===== src/rtl/wsfr_pkg.sv =====
// ----------------------------------------------------------------------------
// WebSocket frame receiver package
// Shared types and codes for the frame receiver and its port checker.
// ----------------------------------------------------------------------------
`default_nettype none

package wsfr_pkg;

    localparam int unsigned BYTE_W = 8;
    localparam int unsigned LEN_W  = 16;
    localparam int unsigned KEY_W  = 32;
    localparam int unsigned CNT_W  = 4;
    localparam int unsigned KIND_W = 2;
    localparam int unsigned OPC_W  = 4;

    localparam logic [LEN_W-1:0] MAX_LEN_RESET = 16'd4096;

    // Seven-bit header length code that announces a 16-bit extended length.
    localparam logic [6:0] LEN7_EXT16 = 7'd126;

    localparam logic [KIND_W-1:0] KIND_BYTE  = 2'd0;
    localparam logic [KIND_W-1:0] KIND_EMPTY = 2'd1;
    localparam logic [KIND_W-1:0] KIND_ERROR = 2'd2;

    localparam logic ERR_LEN64     = 1'b0;
    localparam logic ERR_TOO_LARGE = 1'b1;

    typedef enum logic [5:0] {
        PH_HDR0  = 6'b000001,
        PH_HDR1  = 6'b000010,
        PH_EXT16 = 6'b000100,
        PH_EXT64 = 6'b001000,
        PH_MASK  = 6'b010000,
        PH_DATA  = 6'b100000
    } phase_t;

    typedef struct packed {
        logic [KIND_W-1:0] kind;
        logic [BYTE_W-1:0] data_out;
        logic [OPC_W-1:0]  opcode;
        logic              fin;
        logic              masked;
        logic [LEN_W-1:0]  payload_length;
        logic              error_code;
        logic              last;
    } result_t;

endpackage : wsfr_pkg

`default_nettype wire


===== src/rtl/websocket_frame_receiver_unit.sv =====
// ----------------------------------------------------------------------------
// WebSocket frame receiver
// Parses the received byte stream into frame headers, unmasks payload bytes
// and reports empty frames and length errors.
// ----------------------------------------------------------------------------
//
//  Channel  | Direction | Handshake          | Payload
//  ---------+-----------+--------------------+---------------------------------
//  in       | input     | in_valid/in_stall  | rx_byte
//  out      | output    | out_valid/out_stall| kind, data_out, opcode, fin,
//           |           |                    | masked, payload_length,
//           |           |                    | error_code, last
//  cfg      | input     | cfg_write_en       | cfg_write_data (max length)
//
// One byte is taken per cycle while the input does not stall. A byte is
// held in the input register; the header parser then updates its state and
// loads the result register, which drives the outputs.
// While downstream stalls and no result waits, bytes still pass through;
// the input stalls only when a result waits, a byte waits behind it and
// downstream stalls. Reset clears the parser and sets the length limit
// to 4096.
`default_nettype none

module websocket_frame_receiver_unit (
    input  wire logic                        clk,
    input  wire logic                        rst_n,
    input  wire logic                        in_valid,
    output logic                             in_stall,
    input  wire logic [wsfr_pkg::BYTE_W-1:0] rx_byte,
    output logic                             out_valid,
    input  wire logic                        out_stall,
    output logic [wsfr_pkg::KIND_W-1:0]      kind,
    output logic [wsfr_pkg::BYTE_W-1:0]      data_out,
    output logic [wsfr_pkg::OPC_W-1:0]       opcode,
    output logic                             fin,
    output logic                             masked,
    output logic [wsfr_pkg::LEN_W-1:0]       payload_length,
    output logic                             error_code,
    output logic                             last,
    input  wire logic                        cfg_write_en,
    input  wire logic [wsfr_pkg::LEN_W-1:0]  cfg_write_data
);

    import wsfr_pkg::*;

    logic              in_valid_reg;
    logic [BYTE_W-1:0] in_byte_reg;
    logic              out_valid_reg;
    result_t           res_reg;
    result_t           res_next;
    logic              res_fire;
    logic              advance;

    logic [LEN_W-1:0]  max_len_reg;

    phase_t            phase_reg,   phase_next;
    logic [CNT_W-1:0]  count_reg,   count_next;
    logic [LEN_W-1:0]  length_reg,  length_next;
    logic [LEN_W-1:0]  index_reg,   index_next;
    logic [KEY_W-1:0]  key_reg,     key_next;
    logic              fin_reg,     fin_next;
    logic [OPC_W-1:0]  opcode_reg,  opcode_next;
    logic              masked_reg,  masked_next;

    logic              len_done;
    logic [BYTE_W-1:0] key_byte;
    logic              data_last;
    logic [LEN_W:0]    index_plus;

    // The parser advances when it holds a byte and the result register is empty or drains now.
    assign advance  = in_valid_reg && (!out_valid_reg || !out_stall);
    assign in_stall = in_valid_reg && !advance;

    always_ff @(posedge clk or negedge rst_n)
    begin
        if (!rst_n)
        begin
            in_valid_reg <= 1'b0;
        end
        else if (!in_stall)
        begin
            in_valid_reg <= in_valid;
        end
    end

    always_ff @(posedge clk)
    begin
        if (in_valid && !in_stall)
        begin
            in_byte_reg <= rx_byte;
        end
    end

    always_ff @(posedge clk or negedge rst_n)
    begin
        if (!rst_n)
        begin
            max_len_reg <= MAX_LEN_RESET;
        end
        else if (cfg_write_en)
        begin
            max_len_reg <= cfg_write_data;
        end
    end

    assign index_plus = {1'b0, index_reg} + {{LEN_W{1'b0}}, 1'b1};

    always_comb
    begin
        unique case (index_reg[1:0])
            2'd0: key_byte = key_reg[31:24];
            2'd1: key_byte = key_reg[23:16];
            2'd2: key_byte = key_reg[15:8];
            2'd3: key_byte = key_reg[7:0];
        endcase
        if (!masked_reg)
        begin
            key_byte = '0;
        end
    end

    assign data_last = index_plus >= {1'b0, length_reg};

    always_comb
    begin
        phase_next  = phase_reg;
        count_next  = count_reg;
        length_next = length_reg;
        index_next  = index_reg;
        key_next    = key_reg;
        fin_next    = fin_reg;
        opcode_next = opcode_reg;
        masked_next = masked_reg;
        len_done    = 1'b0;
        res_fire    = 1'b0;
        res_next    = '0;

        unique case (phase_reg)
            PH_HDR1:
            begin
                masked_next = in_byte_reg[7];
                key_next    = '0;
                count_next  = '0;
                if (in_byte_reg[6:0] < LEN7_EXT16)
                begin
                    length_next = {{(LEN_W-7){1'b0}}, in_byte_reg[6:0]};
                    len_done    = 1'b1;
                end
                else
                begin
                    length_next = '0;
                    phase_next  = (in_byte_reg[6:0] == LEN7_EXT16) ? PH_EXT16 : PH_EXT64;
                end
            end
            PH_EXT16:
            begin
                length_next = {length_reg[7:0], in_byte_reg};
                count_next  = count_reg + 4'd1;
                len_done    = (count_next >= 4'd2);
            end
            PH_EXT64:
            begin
                count_next = count_reg + 4'd1;
                if (count_next >= 4'd8)
                begin
                    length_next         = '0;
                    res_fire            = 1'b1;
                    res_next.kind       = KIND_ERROR;
                    res_next.error_code = ERR_LEN64;
                    res_next.last       = 1'b1;
                    phase_next          = PH_HDR0;
                end
            end
            PH_MASK:
            begin
                key_next   = {key_reg[KEY_W-9:0], in_byte_reg};
                count_next = count_reg + 4'd1;
                if (count_next >= 4'd4)
                begin
                    index_next = '0;
                    if (length_reg == '0)
                    begin
                        res_fire      = 1'b1;
                        res_next.kind = KIND_EMPTY;
                        res_next.last = 1'b1;
                        phase_next    = PH_HDR0;
                    end
                    else
                    begin
                        phase_next = PH_DATA;
                    end
                end
            end
            PH_DATA:
            begin
                res_fire                = 1'b1;
                res_next.kind           = KIND_BYTE;
                res_next.data_out       = in_byte_reg ^ key_byte;
                res_next.payload_length = length_reg;
                res_next.last           = data_last;
                index_next              = index_plus[LEN_W-1:0];
                if (data_last)
                begin
                    phase_next = PH_HDR0;
                end
            end
            default:
            begin
                // First header byte; illegal phase codes land here as well.
                fin_next    = in_byte_reg[7];
                opcode_next = in_byte_reg[3:0];
                masked_next = 1'b0;
                length_next = '0;
                index_next  = '0;
                count_next  = '0;
                phase_next  = PH_HDR1;
            end
        endcase

        // The frame length is now complete: check the limit, then choose
        // between the mask key, the payload and an empty frame.
        if (len_done)
        begin
            if (length_next > max_len_reg)
            begin
                res_fire                = 1'b1;
                res_next.kind           = KIND_ERROR;
                res_next.payload_length = length_next;
                res_next.error_code     = ERR_TOO_LARGE;
                res_next.last           = 1'b1;
                phase_next              = PH_HDR0;
            end
            else
            begin
                count_next = '0;
                index_next = '0;
                if (masked_next)
                begin
                    phase_next = PH_MASK;
                end
                else if (length_next == '0)
                begin
                    res_fire      = 1'b1;
                    res_next.kind = KIND_EMPTY;
                    res_next.last = 1'b1;
                    phase_next    = PH_HDR0;
                end
                else
                begin
                    phase_next = PH_DATA;
                end
            end
        end

        res_next.opcode = opcode_next;
        res_next.fin    = fin_next;
        res_next.masked = masked_next;
    end

    always_ff @(posedge clk or negedge rst_n)
    begin
        if (!rst_n)
        begin
            phase_reg  <= PH_HDR0;
            count_reg  <= '0;
            length_reg <= '0;
            index_reg  <= '0;
            key_reg    <= '0;
            fin_reg    <= 1'b0;
            opcode_reg <= '0;
            masked_reg <= 1'b0;
        end
        else if (advance)
        begin
            phase_reg  <= phase_next;
            count_reg  <= count_next;
            length_reg <= length_next;
            index_reg  <= index_next;
            key_reg    <= key_next;
            fin_reg    <= fin_next;
            opcode_reg <= opcode_next;
            masked_reg <= masked_next;
        end
    end

    always_ff @(posedge clk or negedge rst_n)
    begin
        if (!rst_n)
        begin
            out_valid_reg <= 1'b0;
        end
        else if (advance)
        begin
            out_valid_reg <= res_fire;
        end
        else if (!out_stall)
        begin
            out_valid_reg <= 1'b0;
        end
    end

    always_ff @(posedge clk)
    begin
        if (advance && res_fire)
        begin
            res_reg <= res_next;
        end
    end

    assign out_valid      = out_valid_reg;
    assign kind           = res_reg.kind;
    assign data_out       = res_reg.data_out;
    assign opcode         = res_reg.opcode;
    assign fin            = res_reg.fin;
    assign masked         = res_reg.masked;
    assign payload_length = res_reg.payload_length;
    assign error_code     = res_reg.error_code;
    assign last           = res_reg.last;

endmodule : websocket_frame_receiver_unit

`default_nettype wire


===== config.mk =====
export PLATFORM = sky130hd
export DESIGN_NAME = websocket_frame_receiver_unit
export DESIGN_NICKNAME = d
export VERILOG_FILES = /design/src/rtl/wsfr_pkg.sv /design/src/rtl/websocket_frame_receiver_unit.sv
export SDC_FILE = /design/constraint.sdc
export NUM_CORES = 1
export LEC_CHECK = 0
export BUFFER_PORTS_ARGS = -buffer_cell sky130_fd_sc_hd__buf_2
export CORE_MARGIN = 2
export CORE_UTILIZATION = 40
export CTS_CLUSTER_SIZE = 14
export DETAILED_ROUTE_END_ITERATION = 10
export PLACE_DENSITY_LB_ADDON = 0.05
export SLEW_MARGIN = 30
export SYNTH_ARGS = -nofsm -noshare
export SYNTH_HDL_FRONTEND = slang
export SYNTH_SLANG_ARGS = --single-unit
export TNS_END_PERCENT = 100

===== constraint.sdc =====
create_clock -name clk -period 5.6 [get_ports clk]
set_input_delay 0.56 -clock clk [delete_from_list [all_inputs] [get_ports clk]]
set_output_delay 0.56 -clock clk [all_outputs]
set_load 0.01 [all_outputs]

== Yosys cells after proc, flatten, opt, wreduce, memory -nomap -nowiden ==
Cells that the tools add are included.
Operators by class
  add/subtract/negate cells: 2
  order comparisons: 6
  equal/unequal tests: 15
  mux-type cells: 56
  bitwise gates (word level): 1
  reduce and logical (&&, ||, !) cells: 20
Operators by type and width (count)
  two-way mux 16 bit: 5
  one-hot mux 16 bit (4 select lines): 1
  one-hot mux 32 bit (2 select lines): 1
  two-way mux 6 bit: 9
  one-hot mux 16 bit (3 select lines): 1
  zero test 16 bit: 2
  one-hot mux 8 bit (4 select lines): 1
  one-hot mux 6 bit (5 select lines): 1
  two-way mux 1 bit: 18
  two-way mux 18 bit: 1
  adder 16 x 1 -> 17 bit (second input constant): 1
  >= comparator 17 x 16 -> 1 bit: 1
  two-way mux 17 bit: 1
  > comparator 16 bit: 1
  two-way mux 4 bit: 4
  inequality test 3 bit (second input constant): 4
  two-way mux 2 bit: 5
  two-way mux 8 bit: 1
  one-hot mux 4 bit (2 select lines): 1
  bitwise XOR 8 bit: 1
  == test 7 bit (second input constant): 1
  less-than comparator 7 bit (second input constant): 1
  two-way mux 7 bit: 1
  == test 6 x 2 -> 1 bit (second input constant): 1
  other kinds (26): 36
Word-level totals
  flip-flop bits (word level): 140
  bits of input ports: 29
  output and inout bits: 36
  logic and storage cells: 120

== Logic depth before layout (Yosys ltp) ==
  word-level depth: 10
  depth in mapped cells: 16
  mapped depth without buffers: 14

== Least setup slack after synthesis ==
OpenSTA, ideal clock, no wires.
  kind: register to register
  start point: reg phase_reg[5]
  end point: reg res_reg (netlist bit data_out[0]) (enable)
  arrival time: 4.117 ns
  required time: 5.175 ns
  setup slack: 1.058 ns
  cell stages (with the launch flop): 16
  period minus slack after synthesis: 4.542 ns
  path through: dfrtp_1 > buf_6 > nor4_4 > nand2_1 > o21ai_2 > buf_2 > a22oi_1 > inv_1 > ha_1 > nand4_1 > a311oi_1 > o41ai_1 > a21boi_0 > nand2_1 > and3_1 > nor2_1
On the way
  word-level cells in the longest chain between the ends: 9
  elaborated cells between the ends (all ways): 18
  those cells by class: order compare (1); eq/ne (5); mux (8); reduce/logical (4)
Ends and longest elaborated chain
  start, declared: RTL line websocket_frame_receiver_unit.sv:56  | phase_t phase_reg, phase_next;
  start signal, assigned: RTL line websocket_frame_receiver_unit.sv:275  | phase_reg <= phase_next;
  == test 6 x 5 -> 1 bit / == test 6 bit (equally long branches): RTL line websocket_frame_receiver_unit.sv:138  | unique case (phase_reg)
  OR reduction 2 bit (no line)
  one-hot mux 16 bit (4 select lines) (*): RTL line websocket_frame_receiver_unit.sv:138
  named net length_next[15]: RTL line websocket_frame_receiver_unit.sv:58  | logic [LEN_W-1:0] length_reg, length_next;
  parallel branches: the longest is 3 deep, another holds > comparator 16 bit
  two-way mux 1 bit (*): RTL line websocket_frame_receiver_unit.sv:224  | if (length_next > max_len_reg)
  two-way mux 1 bit (*): RTL line websocket_frame_receiver_unit.sv:222  | if (len_done)
  logical AND 1 bit (*): RTL line websocket_frame_receiver_unit.sv:304  | if (advance && res_fire)
  end signal, assigned: RTL line websocket_frame_receiver_unit.sv:306  | res_reg <= res_next;
  end, declared: RTL line websocket_frame_receiver_unit.sv:49  | result_t res_reg;
Mark *: on every way through the listed nets, which the timed path passes.
A chain may end at the register's enable or synchronous reset.

== Worst setup path after layout ==
  start point: reg phase_reg[5]
  end point: reg index_reg[0]
On the way
  word-level cells in the longest chain between the ends: 6
  elaborated cells between the ends (all ways): 13
  those cells by class: order compare (1); eq/ne (5); mux (5); reduce/logical (2)
Ends and longest elaborated chain
  == test 6 x 5 -> 1 bit / == test 6 bit (equally long branches): RTL line websocket_frame_receiver_unit.sv:138
  OR reduction 2 bit (no line)
  one-hot mux 16 bit (4 select lines) (*): RTL line websocket_frame_receiver_unit.sv:138
  named net length_next[9]: RTL line websocket_frame_receiver_unit.sv:58
  > comparator 16 bit (*): RTL line websocket_frame_receiver_unit.sv:224
  two-way mux 16 bit (*): RTL line websocket_frame_receiver_unit.sv:224
  two-way mux 16 bit (*): RTL line websocket_frame_receiver_unit.sv:222
  end signal, assigned: RTL line websocket_frame_receiver_unit.sv:278  | index_reg <= index_next;
  end, declared: RTL line websocket_frame_receiver_unit.sv:59  | logic [LEN_W-1:0] index_reg, index_next;
The timed path passes the listed nets; every way through them passes the cells marked *.

==> reports/qor.yml <==
yosys:
  synthTopCellsByCount: "nand2_1 (103), dfrtp_1 (96), o21ai_0 (62)"
  yosys_register_bits: 140
  synth_edf_count: 42
  synth.area.top_cells: "dfrtp_1 (33%), edfxtp_1 (17%), ha_1 (6.5%)"
  synth_seq_area_share: 0.5069
  synth.most_common_cell: "nand2_1"
  syn_inst: 719
  ys.flop_type: "dfrtp_1"
  postSynthAreaPerCell_um2: 10.20
  async_flop_share: 0.7000
  ys_warn_count: 0
  synth_cell_type_count: 60
  synth_top_area_frac: 0.3277
  synthesis.nets: 786
  synth_area_um2: 7331
  synth_top_cell_by_area: "dfrtp_1"
outcome:
  status: "complete, no violations"
clock_tree:
  numCtsBuffers: 17
  path_clk_slew_ns: 0.06
  clkLatencyLatePin_ns: 0.43
  cts-root-buf: "clkbuf_16"
  postCtsSetupBuffers: 0
  cts_repair_resize_count: 0
  ctsHoldBuffers: 0
  cts_max_level: 4
  cts_sinks: 140
  cts.path.max_buffers: 2
  cts_tree: "yes"
global_routing:
  antenna_found_initial: 0
  first_global_vias: 5649
  overflow: 0
  grt_pass1_wl_um: 31830
  grt_max_degree: 53
  grt.total_usage: 0.2134
detailed_routing:
  routed_wl_um: 20360
  vias: 5726
  wire_per_inst_um: 20.02
  first_pass_iters: 7
  drc: 0
  drtAntennaViolNets: 0
  vias_per_cell: 5.630
  drt_iter0_markers: 604
cells_and_area:
  syn_to_final_growth_pct: 15.80
  multi_input_area_um2: 3267
  layout.nets: 842
  largest_reg_flops: 32
  design_area_um2: 8489
  final_layout_size_suffix_gt1_frac: 0.1624
  final_core_util: 0.4726
  seqCellArea_um2: 3716
  n_fill_cell: 1703
  antennaDiodeCount: 0
die:
  die-area_um2: 19430
  core-area_um2: 17960
  die-width_um: 139.4
  ioPinCount: 65
  start_util: 0.4081
  die_h_um: 139.4
  num_rows: 49
sta:
  fmax_mhz: 225.6
  setup_tns_ns: 0
  min_period_ns: 4.432
  setup_slack_ns: 1.168
  post-route-period-util: 0.7915
  worst_slew_pin_slew_ns: 0.8066
  rsz0062_at_grt: "false"
  skew_ns: 0.009391
  hold_viol: 0
  setup_viol: 0
  slew_violations: 0
  slew_headroom: 0.4599
power:
  power_density_nw_per_um2: 437.7
  p_leak_nw: 3.825
  ir_drop_uv: 274.0
placed_design:
  io_buffers: 64
  place_hpwl_um: 14020
  placed_area_um2: 7883
  place_congestion: 0.9420
  dp_worst_setup_slack_ns: 1.252
setup_path:
  rr_endpoint: "index_reg[0]"
  worst_setup_path_start_kind: "register"
  worstPathArrival_ns: 4.74
  worstRegToRegCells: 13
  crit_chain: "nor4_4 > nand2_1 > o21ai_2 > a22oi_1 > inv_1 > ha_1 > a211oi_1 > o21ai_0 > a221oi_1 > a21boi_0 > a21o_1 > a21o_1 > mux2_2"
  reg2reg_setup_slack_ns: 1.17
  cp_slowest_cell: "o21ai_2"
  cpMostUsedCell: "a21o_1"
  crit_fanout: 17
  slowest_delay_ns: 0.66
  cp.required_ns: 5.90
  rr_startpoint: "phase_reg[5]"
  endpoint_kind: "register"
  crit_type: "reg2reg"
run:
  drv_cap: 0
worst_hold_path:
  hp-class: "in2async"
## cell families after synthesis
kind of cell,Yosys count,share of synthesized area
multiplexers,11,0.01673
AO/OA/AOI/OAI,201,0.1932
buffers and inverters,91,0.04881
AND/OR/NAND/NOR,214,0.1408
XOR/XNOR,24,0.02867
flip-flops,140,0.5069
adder cells (fa/ha/maj),38,0.06486
## layout by cell type, fill, tap and decap left out, types with 6 or more instances in the layout
| cell | instances |
|---|---|
| a222oi_1 | 8 |
| xor2_1 | 14 |
| and2_1 | 6 |
| nand3_1 | 21 |
| ha_1 | 38 |
| edfxtp_1 | 42 |
| a21oi_1 | 13 |
| mux2_2 | 10 |
| buf_4 | 8 |
| buf_2 | 63 |
| dfrtp_1 | 96 |
| clkbuf_16 | 17 |
| and3_1 | 9 |
| o211ai_1 | 6 |
| nor3_1 | 11 |
| o22ai_1 | 16 |
| a22oi_1 | 16 |
| xnor2_1 | 10 |
| inv_1 | 56 |
| nand2_1 | 103 |
| a22o_1 | 48 |
| nor2_1 | 29 |
| o21ai_0 | 62 |
## power by group
group / internal [mW] / leakage (nW) / switching, mW
registers: 1.27 / 1.70 / 0.157
logic: 0.386 / 1.84 / 0.727
clock network: 0.715 / 0.289 / 0.459
## critical path: cells and delay by family, from the launching register on
kind | cells | cell delay [ns]
flip-flops | 1 | 0.47
buffers and inverters | 1 | 0.11
AO/OA/AOI/OAI | 8 | 2.58
adder cells (fa/ha/maj) | 1 | 0.24
multiplexers | 1 | 0.30
AND/OR/NAND/NOR | 2 | 0.60
## worst max-delay path by stage
stage | start | end | slack (ns) | cells after the start
2_1_floorplan | phase_reg[5] | data_out[0] | 1.06 | 15
3_3_place_gp | in_byte_reg[6] | payload_length[11] | 1.09 | 13
3_5_place_dp | phase_reg[5] | index_reg[0] | 1.25 | 13
4_1_cts | phase_reg[5] | index_reg[0] | 1.21 | 13
5_1_grt | in_byte_reg[6] | payload_length[4] | 0.83 | 14
6_report | phase_reg[5] | index_reg[0] | 1.17 | 13
## per-stage QoR
step                hold slack [ns]  total power, mW  instances
floorplan                    0.2644            2.140        719
global placement             0.4515            2.524        984
detailed placement           0.4615            2.547        985
CTS                          0.1829            3.735       1017
global route                 0.2040            3.917       1017
finish                       0.1624            3.716       1017
## layout make-up
cell class / instances / share of cell area
well taps: 229 / 0.03375
clock inverters: 13 / 0.01931
repair buffers: 72 / 0.04746
clock buffers: 19 / 0.05217
multi-input cells: 488 / 0.3848
flip-flops and latches: 140 / 0.4377
inverters: 56 / 0.02476
## metal layers
layer,share of wire,vias up,global-route usage
li1,-,2724,-
met1,0.47,2815,0.3004
met3,0.051,18,0.03889
met2,0.47,169,0.3367
met5,0,-,0
met4,0.012,0,0.06592
Note: power is estimated with default switching activity, not from simulation.
